<file path="config.mk">
export PLATFORM = sky130hd
export DESIGN_NAME = mtp_ctrl
export DESIGN_NICKNAME = d
export VERILOG_FILES = /design/src/sv/mtp_pkg.sv /design/src/sv/mtp_ctrl.sv
export SDC_FILE = /design/constraint.sdc
export NUM_CORES = 1
export LEC_CHECK = 0
export BUFFER_PORTS_ARGS = -buffer_cell sky130_fd_sc_hd__buf_2
export CAP_MARGIN = 25
export CORE_AREA = 2 2 46 48
export DETAILED_ROUTE_END_ITERATION = 8
export DIE_AREA = 0 0 48 50
export HOLD_SLACK_MARGIN = 0.06
export PLACE_DENSITY_LB_ADDON = 0.1
export SLEW_MARGIN = 20
export SYNTH_ARGS = -nofsm -noshare
export SYNTH_HDL_FRONTEND = slang
export SYNTH_SLANG_ARGS = --single-unit
</file>
<file path="constraint.sdc">
create_clock -name i_clk -period 2.25 [get_ports i_clk]
set_clock_uncertainty 0.05 [all_clocks]
set_input_delay 0.3375 -clock i_clk [delete_from_list [all_inputs] [get_ports i_clk]]
set_output_delay 0.3375 -clock i_clk [all_outputs]
set_load 0.02 [all_outputs]
</file>
<file path="src/sv/mtp_pkg.sv">
package mtp_pkg;

    localparam int TICK_W     = 48;
    localparam int NOTE_SLOTS = 4096;
    localparam int SLOT_W     = $clog2(NOTE_SLOTS);
    localparam int DIDX_W     = SLOT_W + 1;
    localparam int PROD_W     = TICK_W + 16;
    localparam int OUT_T_W    = 48;
    localparam int MEM_W      = 1 + 8 + TICK_W;

    localparam logic [7:0] B_META  = 8'hFF;
    localparam logic [7:0] B_TEMPO = 8'h51;
    localparam logic [7:0] B_TSIG  = 8'h58;
    localparam logic [7:0] B_SYX0  = 8'hF0;
    localparam logic [7:0] B_SYX1  = 8'hF7;
    localparam logic [3:0] N_PROG  = 4'hC;
    localparam logic [3:0] N_PRESS = 4'hD;
    localparam logic [3:0] N_ON    = 4'h9;
    localparam logic [3:0] N_OFF   = 4'h8;

    typedef enum logic [2:0] {
        K_NOTE  = 3'd0,
        K_TEMPO = 3'd1,
        K_TSIG  = 3'd2,
        K_DRAIN = 3'd3,
        K_ABORT = 3'd4
    } t_kind;

    typedef enum logic [1:0] {
        A_BYTE  = 2'd0,
        A_DRAIN = 2'd1,
        A_NEW   = 2'd2,
        A_NONE  = 2'd3
    } t_action;

    typedef enum logic [3:0] {
        PH_DELTA, PH_STATUS, PH_DATA, PH_META_TYPE, PH_META_LEN,
        PH_META_BODY, PH_SYSEX_LEN, PH_SYSEX_BODY, PH_DONE
    } t_phase;

    typedef enum logic [2:0] {
        D_NONE, D_ABORT, D_TSIG, D_TEMPO, D_NOTE_ON, D_NOTE_OFF
    } t_dec;

    typedef struct packed {
        logic  take;
        logic  commit;
        logic  track_reset;
        logic  clear;
        logic  scan_init;
        logic  scan_next;
        logic  drain_set;
        logic  drain_end;
        logic  mem_rd;
        logic  mem_off;
        logic  rs_start;
        logic  rs_sel_cur;
        logic  lat_s;
        logic  lat_e;
        logic  load_out;
        t_kind out_kind;
    } t_cmd;

    typedef struct packed {
        t_action act;
        t_dec    dec;
        logic    clr_last;
        logic    drain_empty;
        logic    rd_on;
        logic    scan_last;
        logic    rs_done;
        logic    out_free;
    } t_sts;

endpackage

</file>
<file path="src/sv/mtp_ctrl.sv">
module mtp_ctrl (
    input  logic           i_clk,
    input  logic           i_rst_n,
    input  logic           i_in_valid,
    output logic           o_in_ready,
    input  mtp_pkg::t_sts  i_sts,
    output mtp_pkg::t_cmd  o_cmd
);
    import mtp_pkg::*;

    typedef enum logic [3:0] {
        C_CLR, C_IDLE, C_DISP, C_NRD, C_NCK, C_SRD, C_SCK,
        C_RS_S, C_RS_E, C_RS_M, C_OUT
    } t_state;

    t_state r_state;
    t_state n_state;
    t_kind  r_kind;
    t_kind  n_kind;

    // next state and commands
    always_comb begin
        n_state        = r_state;
        n_kind         = r_kind;
        o_cmd          = '0;
        o_cmd.out_kind = r_kind;
        o_in_ready     = 1'b0;
        unique case (r_state)
            C_CLR: begin
                o_cmd.clear = 1'b1;
                if (i_sts.clr_last) begin
                    n_state = C_IDLE;
                end
            end
            C_IDLE: begin
                o_in_ready = 1'b1;
                if (i_in_valid) begin
                    o_cmd.take = 1'b1;
                    n_state    = C_DISP;
                end
            end
            C_DISP: begin
                unique case (i_sts.act)
                    A_NEW: begin
                        o_cmd.track_reset = 1'b1;
                        n_state           = C_CLR;
                    end
                    A_NONE: n_state = C_IDLE;
                    A_DRAIN: begin
                        if (i_sts.drain_empty) begin
                            n_kind  = K_DRAIN;
                            n_state = C_OUT;
                        end else begin
                            o_cmd.scan_init = 1'b1;
                            n_state         = C_SRD;
                        end
                    end
                    A_BYTE: begin
                        o_cmd.commit = 1'b1;
                        unique case (i_sts.dec)
                            D_ABORT: begin
                                n_kind  = K_ABORT;
                                n_state = C_OUT;
                            end
                            D_TSIG, D_TEMPO: begin
                                o_cmd.rs_start   = 1'b1;
                                o_cmd.rs_sel_cur = 1'b1;
                                n_kind  = (i_sts.dec == D_TSIG) ? K_TSIG : K_TEMPO;
                                n_state = C_RS_M;
                            end
                            D_NOTE_OFF: n_state = C_NRD;
                            default:    n_state = C_IDLE;
                        endcase
                    end
                    default: n_state = C_IDLE;
                endcase
            end
            C_NRD: begin
                o_cmd.mem_rd = 1'b1;
                n_state      = C_NCK;
            end
            C_NCK: begin
                if (i_sts.rd_on) begin
                    o_cmd.rs_start = 1'b1;
                    n_kind         = K_NOTE;
                    n_state        = C_RS_S;
                end else begin
                    n_state = C_IDLE;
                end
            end
            C_SRD: begin
                o_cmd.mem_rd = 1'b1;
                n_state      = C_SCK;
            end
            C_SCK: begin
                if (i_sts.rd_on) begin
                    o_cmd.drain_set = 1'b1;
                    o_cmd.rs_start  = 1'b1;
                    n_kind          = K_NOTE;
                    n_state         = C_RS_S;
                end else if (i_sts.scan_last) begin
                    o_cmd.drain_end = 1'b1;
                    n_kind          = K_DRAIN;
                    n_state         = C_OUT;
                end else begin
                    o_cmd.scan_next = 1'b1;
                    n_state         = C_SRD;
                end
            end
            C_RS_S: begin
                if (i_sts.rs_done) begin
                    o_cmd.lat_s      = 1'b1;
                    o_cmd.rs_start   = 1'b1;
                    o_cmd.rs_sel_cur = 1'b1;
                    n_state          = C_RS_E;
                end
            end
            C_RS_E: begin
                if (i_sts.rs_done) begin
                    o_cmd.lat_e   = 1'b1;
                    o_cmd.mem_off = 1'b1;
                    n_state       = C_OUT;
                end
            end
            C_RS_M: begin
                if (i_sts.rs_done) begin
                    o_cmd.lat_s = 1'b1;
                    n_state     = C_OUT;
                end
            end
            C_OUT: begin
                if (i_sts.out_free) begin
                    o_cmd.load_out = 1'b1;
                    n_state        = C_IDLE;
                end
            end
            default: n_state = C_IDLE;
        endcase
    end

    // state and result kind
    always_ff @(posedge i_clk) begin
        if (!i_rst_n) begin
            r_state <= C_CLR;
            r_kind  <= K_NOTE;
        end else begin
            r_state <= n_state;
            r_kind  <= n_kind;
        end
    end

endmodule

</file>
Yosys cells after proc, flatten, opt, wreduce, memory -nomap -nowiden
Cells that the tools add are included.
{"block": "word_totals", "out_inout_bits": 19, "input_bits": 14, "reg_bits": 7}
{"block": "op_classes", "reduce_logical": 9, "n_eq_ne": 27, "n_mux": 47}
{"operator": "4-bit case mux with 10 select lines", "count": 1}
{"operator": "4-bit two-way mux", "count": 8}
{"operator": "3-bit two-way mux", "count": 7}
{"operator": "1-bit two-way mux", "count": 19}
{"operator": "4-bit by 3-bit == test with 1-bit output, second input constant", "count": 4}
{"operator": "4-bit case mux with 4 select lines", "count": 1}
{"operator": "4-bit == test, second input constant", "count": 3}
{"operator": "3-bit case mux with 2 select lines", "count": 2}
{"operator": "4-bit case mux with 3 select lines", "count": 1}
{"operator": "2-bit inequality test, second input constant", "count": 5}
{"operator": "3-bit case mux with 3 select lines", "count": 1}
{"operator": "4-bit by 2-bit == test with 1-bit output, second input constant", "count": 2}
{"operator": "2-bit two-way mux", "count": 4}
{"operator": "2-bit OR reduction", "count": 4}
{"operator": "3-bit by 2-bit == test with 1-bit output, second input constant", "count": 2}
{"operator": "3-bit inequality test, second input constant", "count": 2}
{"operator": "6-bit AND reduction", "count": 1}
{"operator": "5-bit AND reduction", "count": 1}
{"operator": "2-bit == test, second input constant", "count": 2}
{"operator": "4-bit by 1-bit == test with 1-bit output, second input constant", "count": 1}
{"operator": "4-bit logical NOT", "count": 1}
{"operator": "4-bit inequality test, second input constant", "count": 1}
{"operator": "1-bit case mux with 2 select lines", "count": 2}
{"operator": "3-bit by 1-bit == test with 1-bit output, second input constant", "count": 1}
{"operator": "7 further kinds", "count": 7}

Depth between registers and ports, before layout
{"block": "logic_depth", "word_depth": 5, "mapped_depth": 6, "mapped_depth_nobuf": 4}

Worst setup path before layout
Ideal clock, no wire load.
{"block": "synth_path", "kind": "flip-flop to output port", "from": "reg r_state[0]", "to": "out o_cmd[7] in the netlist's numbering", "slack_ns": -0.160, "path_stages_with_launch": 7, "arrival_ns": 2.023, "t_required_ns": 1.862, "path_buffers": 2, "path_cell_list": "dfxtp_1 > buf_6 > or4b_1 > buf_2 > or4_1 > o21ai_0 > a21o_1"}
{"element": "from (decl)", "line": "mtp_ctrl.sv:16", "text": "t_state r_state;"}
{"element": "from (signal assigned)", "line": "mtp_ctrl.sv:147", "text": "r_state <= n_state;"}
{"element": "to (decl)", "line": "mtp_ctrl.sv:7", "text": "output mtp_pkg::t_cmd o_cmd"}

==> impl_metrics.yaml <==
floorplan:
  row_count: 16
  initial_core_util_pct: 43.1
  chipWidth_um: 48
  die_area_mm2: 0.00240
  die_h_um: 50
  coreArea_mm2: 0.00190
  ioPinCount: 33
cts:
  postCtsSetupBuffers: 0
  path_clk_slew_ps: 50
  clock_latency_ps: 250
  cts_tree: "built"
  h-tree-depth: 1
  cts-root-buf: "clkbuf_4"
  cts_made_buffers: 3
  max-clock-path-buffers: 2
  cts.sinks: 7
pwr:
  ir_drop_mv: 0.549
  p_sw_w: 0.000475
  p_sw_share_pct: 47.9
  leakage_nw: 0.446
  combPwrFrac_pct: 71.1
  seq_power_share_pct: 17.6
  internal_power_w: 0.000516
  powerDensity_mw_per_mm2: 929
  power.share.clock_pct: 11.3
  total_power_w: 0.000991
timing:
  setup_viol: 0
  max_freq_mhz: 449
  hold_viol_final: 0
  rsz0062_at_grt: "true"
  maxSlewHeadroom_pct: 64.1
  post-route-period-util_pct: 98.9
  worst_hold_slack_ps: 310
  tightest_slew_ps: 533
  setup_ws_ps: 25.0
  final_max_slew_viol_count: 0
  fin_crit_ps: 2230
layout:
  drive_gt1_share_pct: 36.4
  fin_util_pct: 56.1
  fillers: 197
  area_delta_synth_final_pct: 30.2
  final_nets: 158
  finalNonFillerCells: 170
  seq_area_um2: 140
  multi_input_area_um2: 642
  antennaDiodeCount: 0
routing:
  dr.pass1.iters: 4
  drt_iter0_markers: 29
  viasPerCell: 5.82
  postRouteAntennaNets: 0
  wl_um: 2320
  vias: 989
  post-route-drc-count: 0
  routedWlPerCell_um: 13.6
synthesis:
  ys_types: 47
  synth_area_leader_cell: "dfxtp_1"
  synthArstFlopShare_pct: 0
  synth.net_count: 126
  synth_common_cells: "a21oi_1 (11), clkbuf_1 (7), dfxtp_1 (7), nor3_1 (7)"
  synthCells: 112
  synth_area_um2: 820
  synth_edf_count: 0
  ys_warn_count: 0
  synth_top_area_share_pct: 17.1
  yosysSeqAreaShare_pct: 17.1
  ys_top_cells_by_area: "dfxtp_1 (17%), a21oi_1 (6.7%), nand2b_1 (4.6%), nor3_1 (4.3%), nor3b_1 (3.7%)"
  yosys.cell_count.top_type: "a21oi_1"
  syn_avg_cell_area_um2: 7.32
  synth_flop_cell: "dfxtp_1"
  ys_seq_elements: 7
worst_setup_path:
  crit_arrival_ps: 1840
  slowest_delay_ps: 550
  crit_fanout: 2
  slowest_stage: "or4b_4"
  r2r_setup_slack_ps: 270
  cp_top_family: "simple AND/OR/NAND/NOR gates"
  path_cells: "or4b_4 > or4_4 > o21ai_4 > a21o_1 > buf_6"
  criticalPathCategory: "register to primary output"
  critPathLaunchType: "register"
  cp-end-kind: "primary output"
  cp_num_buf_inv: 1
  cp_data_required_time_ps: 1860
status:
  outcome: "finished, final reports clean"
grt:
  grt_first_pass_wirelength_um: 3890
  grt-ovfl-total: 0
  grt_start_max_net_pins: 18
  antenna_found_initial: 0
  grt_pass1_vias: 872
  grt_usage_pct: 21.9
place:
  dp_cells: 166
  dp_hpwl_um: 1740
  dpl_worst_slack_ps: 206
  place.port_buffers: 32
  gp_congestion: 0.826
flow_run:
  drv_cap: 0
min_path:
  hold_path_class: "input port to register"
-- worst reg2reg max path: stages, from the launching register on --
cell and delay (ps):
dfxtp_1 300, or4b_4 550, buf_4 180, o32a_1 370, a2111oi_2 340, nor3_1 70
-- what timing repair did --
item | 4_1_cts | 5_1_grt
pin swaps | 0 | 0
cloned | 0 | 0
hold buffers | 0 | 0
gates resized for setup | 3 | 4
endpoints found under the setup margin | 2 | 4
-- layout make-up --
cell class | count | area share (%)
Tap cell | 27 | 3.17
Multi-Input combinational cell | 90 | 60.1
Timing Repair Buffer | 37 | 19.3
Sequential cell | 7 | 13.1
Clock buffer | 4 | 2.46
Inverter | 5 | 1.76
-- sequential cells by signal (all words and copies together), names as in the netlist --
name / cells
r_state: 4
r_kind: 3
-- power by group through the flow --
stage	registers, W	clock network [W]	logic (W)
3_5_place_dp	0.000176	0	0.000685
6_report	0.000175	0.000112	0.000705
2_1_floorplan	0.000195	0	0.000512
4_1_cts	0.000175	0.000113	0.000695
5_1_grt	0.000178	0.000128	0.000781
3_3_place_gp	0.000175	0	0.000686
-- placed cells by master (no fill, tap or decap), types with 3 or more instances in the layout --
cell      count
a21oi_1      11
buf_2        30
buf_4         6
clkbuf_4      3
dfxtp_1       7
inv_1         5
nand2_1       4
nand2b_1      6
nor2_1        6
nor3_1        7
nor3b_1       3
nor4_1        3
or3b_2        3
-- final timing paths --
kind                                start                       to  cells after the start
hold / removal                    i_rst_n  r_state[2]$_SDFFE_PN0P_                      2
hold reg to reg    r_kind[2]$_SDFFE_PN0P_   r_kind[2]$_SDFFE_PN0P_                      2
setup reg to reg  r_state[3]$_SDFFE_PN0P_   r_kind[1]$_SDFFE_PN0P_                      5
setup / recovery  r_state[3]$_SDFFE_PN0P_                 o_cmd[7]                      5
-- metal layers --
layer | track usage [%] | routed length, um | up-vias
li1 | - | - | 495
met1 | 33.7 | 1090 | 448
met2 | 30.2 | 1030 | 42
met3 | 2.20 | 163 | 4
met4 | 8.11 | 29 | 0
met5 | 0 | 0 | -
-- cells by family (layout without fill, tap and decap cells) --
group	count (synthesis)	count (layout)	share of synthesized area, %
buf+inv	15	46	8.40
flops	7	7	17.1
compound gates	36	36	32.5
simple gates	52	52	39.7
xor+xnor	1	1	1.07
mux	1	1	1.22
-- metrics by stage --
stage | instance area, um^2 | setup TNS (ps)
4_1_cts | 1050 | 0
5_1_grt | 1070 | -48.4
2_1_floorplan | 841 | 0
3_5_place_dp | 1020 | 0
3_3_place_gp | 1020 | 0
6_report | 1070 | 0
(Power assumes the default switching activity.)
